==> src/sv/lc3ie_pkg.sv <==
// Package for the LC-3 instruction execute block.
// Holds the opcode and state types, trap vectors, condition codes and helper functions.
// Depends on nothing; every other file imports it.
package lc3ie_pkg;

    typedef enum logic [3:0] {
        OP_BR   = 4'd0,
        OP_ADD  = 4'd1,
        OP_LD   = 4'd2,
        OP_ST   = 4'd3,
        OP_JSR  = 4'd4,
        OP_AND  = 4'd5,
        OP_LDR  = 4'd6,
        OP_STR  = 4'd7,
        OP_RTI  = 4'd8,
        OP_NOT  = 4'd9,
        OP_LDI  = 4'd10,
        OP_STI  = 4'd11,
        OP_JMP  = 4'd12,
        OP_RES  = 4'd13,
        OP_LEA  = 4'd14,
        OP_TRAP = 4'd15
    } opcode_t;

    typedef enum logic [1:0] {
        ST_IDLE,
        ST_EXEC,
        ST_MEM1,
        ST_MEM2
    } state_t;

    typedef struct packed {
        logic        we;
        logic [2:0]  idx;
        logic [15:0] data;
    } rf_wr_t;

    localparam logic [7:0]  TRAP_GETC = 8'h20;
    localparam logic [7:0]  TRAP_OUT  = 8'h21;
    localparam logic [7:0]  TRAP_IN   = 8'h23;
    localparam logic [7:0]  TRAP_HALT = 8'h25;

    localparam logic [2:0]  CC_N = 3'b100;
    localparam logic [2:0]  CC_Z = 3'b010;
    localparam logic [2:0]  CC_P = 3'b001;

    localparam logic [15:0] PC_RESET = 16'h3000;
    localparam logic [2:0]  LINK_REG = 3'd7;

    function automatic logic [2:0] cc_of(input logic [15:0] v);
        logic [2:0] cc;
        if (v == 16'd0) begin
            cc = CC_Z;
        end else if (v[15]) begin
            cc = CC_N;
        end else begin
            cc = CC_P;
        end
        return cc;
    endfunction

    function automatic logic [15:0] sext5(input logic [4:0] v);
        return {{11{v[4]}}, v};
    endfunction

    function automatic logic [15:0] sext6(input logic [5:0] v);
        return {{10{v[5]}}, v};
    endfunction

    function automatic logic [15:0] sext9(input logic [8:0] v);
        return {{7{v[8]}}, v};
    endfunction

    function automatic logic [15:0] sext11(input logic [10:0] v);
        return {{5{v[10]}}, v};
    endfunction

endpackage

==> src/sv/lc3ie_regfile.sv <==
// General register file of the LC-3 execute block: eight 16-bit words, two read ports.
// Reads are registered; a write in the cycle of a read is forwarded. Uses lc3ie_pkg.
// Entries that were never written read as zero through per-entry valid bits.
module lc3ie_regfile (
    input  logic               aclk,
    input  logic               aresetn,
    input  logic               rd_en,
    input  logic [2:0]         rd_addr_a,
    input  logic [2:0]         rd_addr_b,
    input  lc3ie_pkg::rf_wr_t  wr,
    output logic [15:0]        rd_data_a,
    output logic [15:0]        rd_data_b
);
    import lc3ie_pkg::*;

    logic [15:0] rf_mem [8];
    logic [7:0]  vld_reg;
    logic [15:0] rdata_a_reg;
    logic [15:0] rdata_b_reg;
    logic [15:0] byp_data_reg;
    logic        vld_a_reg;
    logic        vld_b_reg;
    logic        hit_a_reg;
    logic        hit_b_reg;

    always_ff @(posedge aclk) begin
        if (wr.we) begin
            rf_mem[wr.idx] <= wr.data;
        end
        if (rd_en) begin
            rdata_a_reg  <= rf_mem[rd_addr_a];
            rdata_b_reg  <= rf_mem[rd_addr_b];
            byp_data_reg <= wr.data;
        end
    end

    always_ff @(posedge aclk) begin
        if (!aresetn) begin
            vld_reg   <= '0;
            vld_a_reg <= 1'b0;
            vld_b_reg <= 1'b0;
            hit_a_reg <= 1'b0;
            hit_b_reg <= 1'b0;
        end else begin
            if (wr.we) begin
                vld_reg[wr.idx] <= 1'b1;
            end
            if (rd_en) begin
                vld_a_reg <= vld_reg[rd_addr_a];
                vld_b_reg <= vld_reg[rd_addr_b];
                hit_a_reg <= wr.we && (wr.idx == rd_addr_a);
                hit_b_reg <= wr.we && (wr.idx == rd_addr_b);
            end
        end
    end

    assign rd_data_a = hit_a_reg ? byp_data_reg : (vld_a_reg ? rdata_a_reg : 16'd0);
    assign rd_data_b = hit_b_reg ? byp_data_reg : (vld_b_reg ? rdata_b_reg : 16'd0);

endmodule

==> config.mk <==
export PLATFORM = sky130hd
export DESIGN_NAME = lc3ie_regfile
export DESIGN_NICKNAME = d
export VERILOG_FILES = /design/src/sv/lc3ie_pkg.sv /design/src/sv/lc3ie_regfile.sv
export SDC_FILE = /design/constraint.sdc
export NUM_CORES = 1
export LEC_CHECK = 0
export BUFFER_PORTS_ARGS = -buffer_cell sky130_fd_sc_hd__buf_2
export CORE_MARGIN = 1
export CORE_UTILIZATION = 54
export CTS_CLUSTER_DIAMETER = 200
export CTS_CLUSTER_SIZE = 20
export DETAILED_ROUTE_END_ITERATION = 6
export PLACE_DENSITY = 0.83
export SLEW_MARGIN = 20
export SYNTH_ARGS = -nofsm -noshare
export SYNTH_HDL_FRONTEND = slang
export SYNTH_SLANG_ARGS = --single-unit
==> constraint.sdc <==
create_clock -name aclk -period 1.9 [get_ports aclk]
set_input_delay 0.19 -clock aclk [delete_from_list [all_inputs] [get_ports aclk]]
set_output_delay 0.19 -clock aclk [all_outputs]
set_load 0.02 [all_outputs]
==> impl_metrics.toml, run 1 <==
[worst_setup_path]
startpoint_type = "flip-flop"
cpMaxStageDelayCell = "dfxtp_1"
worst_path_largest_cell_delay_ns = 0.35
bufs_and_invs_on_worst_path = 2
cp-end-kind = "output pin"
timing.critical_path.cells = "nor2b_1 -> buf_6 -> a22o_1 -> buf_2"
crit_family = "buffers and inverters"
worst-setup-path-type = "reg -> out"
reg2reg_setup_slack_ns = 0.43
critical_path_arrival_ns = 1.63
crit_fanout = 13
critPathRequiredTime_ns = 1.71

[floorplan]
ios = 61
die_h_um = 126
floorplan.initialDensity_pct = 56.3
die-width_um = 126
num_rows = 44
design.die.area_um2 = 15900
core_area_um2 = 14800

[route]
post_drt_via_cell_ratio = 6.70
detail_route.first_pass.iterations = 7
first_iter_violations = 468
number_of_design_rule_violations_left_after_detail_routing = 0
drt-total-wl_um = 17800
postRouteAntennaNets = 0
wl_per_cell_um = 26.5
detailroute.via_count = 4498

[logic_synthesis]
netlist_top_cells_count = "edfxtp_1, mux4_1, a22o_1, mux2_2, mux4_2"
synth_seq_area_share_pct = 66.5
postSynth.topFlopCell = "edfxtp_1"
synth-warning-count = 0
synth_top_cell_by_area = "edfxtp_1"
synth_cells = 397
syn-cell-area_um2 = 8310
synth_top_cell_area_share_pct = 63.6
asyncSetResetFlopFracSynth_pct = 0
synth_fp_nets = 426
post_synth_num_cell_types = 22
yosys_register_bits = 188
ys_top_cells_by_area = "edfxtp_1, mux4_1, mux4_2"
number_of_flops_mapped_to_enable_cells_by_yosys = 176
syn_area_per_cell_um2 = 20.9
yosys.cell_count.top_type = "edfxtp_1"

[layout]
area_delta_synth_final_pct = 15.4
largest_reg_flops = 128
nNetsFinal = 503
diode_count = 0
final-instance-count-excl-fill = 671
largest_register = "rf_mem"
drive_gt1_share_pct = 37.2

[global_route]
grt_antenna_before_repair = 0
grt_start_max_net_pins = 37
grt_usage_pct = 24.0
via_count_of_the_first_global_routing_pass = 4604
grt_overflow = 0
first_pass_grt_wire_length_um = 27000

[placement]
post-dp-hpwl_um = 10700
placer_congestion = 0.731
port_buffers = 60
placed_cells = 639

[timing]
relSlewSlack_pct = 56.7
timing.clock.skew_ns = 0.00689
tns_ns = 0
achievable-frequency_mhz = 549
finalSetupViolations = 0
final_period_minus_worst_setup_slack_ns = 1.82
unrepaired_setup_endpoints_after_global_routing = "no"
hold_violations = 0
max_slew.worst_pin.slew_ns = 0.650
timing.final.max_slew_violations = 0
min_period_over_period_pct = 95.8

[run]
drv.max_cap_violation_count = 0

[clock_network]
insertion_delay_ns = 0.43
number_of_clock_sinks = 188
tritoncts = "done"
root_buffer_selected_by_cts = "clkbuf_16"
cts_inserted_buffers = 17
cts_max_path_buffers = 2
path_clk_slew_ns = 0.07
ctsHtreeMaxLevel = 4

[pwr]
switching_share_pct = 21.2
pwr-share-seq_pct = 51.9
net_switching_uw = 1970
power_leakage_uw = 0.00343
clock_power_share_pct = 39.9
max-vdd-ir-drop_uv = 761
power.density_nw_per_um2 = 967
power.internal_uw = 7310
comb_power_share_pct = 8.1

[min_path]
hp-class = "in -> reg"

[status]
status = "finished, final reports clean"
==> per-stage QoR <==
stage | instance area, um2 | hold slack [ns] | util [%] | total power (uW) | setup slack (ns)
floorplan | 8310 | 0.279 | - | 5360 | -0.111
global placement | 8960 | 0.468 | 60.7 | 5610 | 0.241
detailed placement | 8960 | 0.479 | 60.7 | 5650 | 0.192
CTS | 9580 | 0.0254 | 65.0 | 9310 | 0.0190
global route | 9590 | 0.0400 | 65.0 | 9530 | 0.0135
finish | 9590 | 0.0347 | 65.0 | 9270 | 0.0796
==> final timing paths <==
path         cells past startpoint         start             end
max                              4     vld_b_reg    rd_data_b[0]
min reg2reg                      1    vld_reg[0]      vld_reg[0]
min                              1         wr[5]    rf_mem[3][5]
max reg2reg                      2  rf_mem[6][8]  rdata_b_reg[8]
==> layout by cell type (no fill, tap or decap), types with 3 or more instances in the layout <==
cell | netlist | layout
buf_4 | 0 | 21
nor2b_1 | 4 | 3
a22o_1 | 32 | 32
buf_12 | 0 | 6
nand2b_1 | 3 | 3
dfxtp_1 | 12 | 12
mux4_2 | 28 | 28
clkinv_4 | 0 | 3
buf_2 | 4 | 60
nor2_1 | 6 | 6
edfxtp_1 | 176 | 176
mux2i_1 | 8 | 8
nand2_1 | 3 | 3
clkbuf_16 | 0 | 17
o21a_1 | 10 | 10
xor2_1 | 6 | 6
clkinvlp_4 | 0 | 3
bufinv_16 | 0 | 4
mux2_2 | 32 | 32
mux4_1 | 38 | 38
==> area by class of cell <==
cell class              count  area, um2
fillers                   941       5160
flip-flops and latches    188       5530
clock inverters            14        194
repair buffers             89        601
multi-input cells         178       2610
well taps                 184        230
clock buffers              18        429
==> kinds of logic after synthesis <==
group / synth area share [%]
flops: 66.5
mux: 24.9
compound gates: 4.52
buf+inv: 2.29
simple gates: 1.20
xor+xnor: 0.632
==> power by group through the flow <==
stage / combinational, uW / sequential (uW) / clock, uW
2_1_floorplan: 486 / 4870 / 0
3_3_place_gp: 725 / 4880 / 0
3_5_place_dp: 750 / 4900 / 0
4_1_cts: 755 / 4820 / 3740
5_1_grt: 800 / 4830 / 3900
6_report: 753 / 4820 / 3700
==> metal layers <==
layer | vias up | wire [um] | GRT usage [%]
li1 | 1879 | - | -
met1 | 2370 | 7010 | 30.1
met5 | - | 0 | 0
met2 | 214 | 9280 | 40.6
met4 | 0 | 380 | 9.50
met3 | 35 | 1120 | 5.56
==> repair_timing <==
item,in CTS,in global routing
buffers inserted,0,0
hold buffers,0,0
endpoints found under the setup margin,2,5
resized for setup,1,2
hold endpoints to repair,0,0
No activity file was read; power rests on OpenSTA's default activity.
==> run 2: changes to the inputs <==
ABC_AREA = 1   (was not set)
CORE_ASPECT_RATIO = 0.9   (was not set)
CORE_UTILIZATION = 55   (was 54)
PLACE_DENSITY = 0.84   (was 0.83)
==> run 2 against run 1 <==
  * Sequential power about the same
  * Count of clock-buffer cells in the layout rose by 4
  * Critical endpoint is now rd_data_a[1]
  * Critical path type unchanged
  * The run now ends with design-rule violations left
  * Cell count is 70% higher
==> impl_metrics.toml, run 2 <==
[logic_synthesis]
synth-warning-count = 0
synth_fp_nets = 908
synth_seq_area_share_pct = 63.5
yosys_register_bits = 188
ys_top_cells_by_area = "edfxtp_1, o21ai_0, nand2_1"
synth_top_cell_area_share_pct = 60.7
syn-cell-area_um2 = 8700
netlist_top_cells_count = "o21ai_0, edfxtp_1, nand2_1"
number_of_flops_mapped_to_enable_cells_by_yosys = 176
synth_top_cell_by_area = "edfxtp_1"
postSynth.topFlopCell = "edfxtp_1"
asyncSetResetFlopFracSynth_pct = 0
post_synth_num_cell_types = 21
yosys.cell_count.top_type = "o21ai_0"
syn_area_per_cell_um2 = 9.90
synth_cells = 879

[worst_setup_path]
path_depth = 3
startpoint_type = "flip-flop"
bufs_and_invs_on_worst_path = 1
critPathRequiredTime_ns = 1.71
r2r-end = "rdata_b_reg[15]"
worstReg2RegStart = "rf_mem[5][15]"
worst-setup-path-type = "reg -> out"
critical_path_arrival_ns = 1.65
crit_fanout = 17
cp-end-kind = "output pin"
crit_family = "flip-flops"
reg2reg_setup_slack_ns = 0.67
worst_path_largest_cell_delay_ns = 0.74
rr_worst_depth = 6
cpMaxStageDelayCell = "dfxtp_1"
timing.critical_path.cells = "nand3_1 -> o21ai_0 -> buf_2"

[clock_network]
cts_repair_resize_count = 0
cts_inserted_buffers = 17
post_cts.repair.setup_buffers = 0
number_of_clock_sinks = 188
cts_max_path_buffers = 2
tritoncts = "done"
path_clk_slew_ns = 0.06
ctsHtreeMaxLevel = 4
hold_buffers = 0
root_buffer_selected_by_cts = "clkbuf_16"
insertion_delay_ns = 0.44

[placement]
placed_cell_area_um2 = 9200
post-dp-hpwl_um = 13500
placer_congestion = 0.879
port_buffers = 60

[floorplan]
floorplan.initialDensity_pct = 56.3
die-width_um = 135
ios = 61
core_area_um2 = 15400
num_rows = 43
design.die.area_um2 = 16300
die_h_um = 121

[route]
detail_route.first_pass.iterations = 7
number_of_design_rule_violations_left_after_detail_routing = 6
detailroute.via_count = 6915
drt-total-wl_um = 21700
post_drt_via_cell_ratio = 6.04
postRouteAntennaNets = 0
first_iter_violations = 1187
wl_per_cell_um = 18.9

[status]
failed_checks = "design-rule violations"
status = "complete, but fails checks"

[timing]
timing.final.max_slew_violations = 0
hold_violations = 0
relSlewSlack_pct = 56.1
min_period_over_period_pct = 96.8
final_period_minus_worst_setup_slack_ns = 1.84
tns_ns = 0
achievable-frequency_mhz = 544
max_slew.worst_pin.slew_ns = 0.658
unrepaired_setup_endpoints_after_global_routing = "no"
timing.clock.skew_ns = 0.00941
finalSetupViolations = 0

[layout]
diode_count = 0
largest_register = "rf_mem"
largest_reg_flops = 128
commonest_non_fill_non_tap_cell_in_the_layout = "o21ai_0"
area_delta_synth_final_pct = 12.5
drive_gt1_share_pct = 13.1
nNetsFinal = 958
finished_layout_cell_area_um2 = 9790
layout.cells.most_common_list = "o21ai_0, edfxtp_1, nand2_1"

[global_route]
grt_usage_pct = 27.6
via_count_of_the_first_global_routing_pass = 6303
first_pass_grt_wire_length_um = 33100
grt_start_max_net_pins = 103
grt_antenna_before_repair = 1
grt_overflow = 0

[min_path]
hp-class = "in -> reg"
worst_hold_path.endpoint = "vld_a_reg"
holdCritStartpoint = "aresetn"
timing.hold.worst_path_depth = 3

[pwr]
power.internal_uw = 7050
switching_share_pct = 23.6
clock_power_share_pct = 37.9
pwr-share-seq_pct = 52.4
max-vdd-ir-drop_uv = 762
net_switching_uw = 2180
power.density_nw_per_um2 = 942
power_leakage_uw = 0.00378
comb_power_share_pct = 9.7
design_power_total_uw = 9220

[run]
drv.max_cap_violation_count = 0
run 2: worst max-delay path by stage:
stage / startpoint / end
2_1_floorplan: wr[18] / rf_mem[6][0]
3_3_place_gp: rd_addr_a[0] / rdata_a_reg[0]
3_5_place_dp: rd_addr_a[0] / rdata_a_reg[0]
4_1_cts: vld_a_reg / rd_data_a[1]
5_1_grt: vld_a_reg / rd_data_a[1]
6_report: vld_a_reg / rd_data_a[1]
run 2: tightest hold or removal path: stages:
cell,delay (ns)
buf_2,0.12
o21ai_0,0.08
a21oi_1,0.04
run 2: area by class of cell:
type                       count  area [um2]
inverter                      71         269
timing repair buffer          90         601
multi-input combinational    561        2560
tap                          202         253
clock inverter                10         114
clock buffer                  22         474
sequential                   188        5530
fill                        1109        5650
run 2: power by group through the flow:
stage               logic, uW  registers, uW  clock network [uW]
floorplan                 572           4870                   0
global placement          829           4900                   0
detailed placement        861           4910                   0
CTS                       876           4820                3510
global route              982           4840                3670
finish                    895           4830                3500
run 2: per-stage QoR:
step | setup slack, ns | cells | hold WS, ns | util, %
final | 0.0606 | 1144 | 0.0451 | 63.4
after global routing | 0.000508 | 1144 | 0.0450 | 63.4
after CTS | 0.0723 | 1144 | 0.0356 | 63.4
after detailed placement | 0.349 | 1112 | 0.464 | 59.6
after global placement | 0.428 | 1112 | 0.449 | 59.6
after floorplan | 0.263 | 879 | 0.283 | -
run 2: metal layers:
metal	wire length (um)	global-route usage (%)
met5	13	0
met4	613	11.7
met3	2770	7.23
met2	9890	42.7
met1	8380	37.2
run 2: kinds of logic (layout without fill, tap and decap cells):
logic type | count (synthesis) | in the layout | share of synthesized area (%)
AND/OR/NAND/NOR | 262 | 262 | 12.1
flip-flops | 188 | 188 | 63.5
AO/OA/AOI/OAI | 296 | 296 | 17.0
XOR/XNOR | 3 | 3 | 0.302
buffers and inverters | 130 | 193 | 7.12
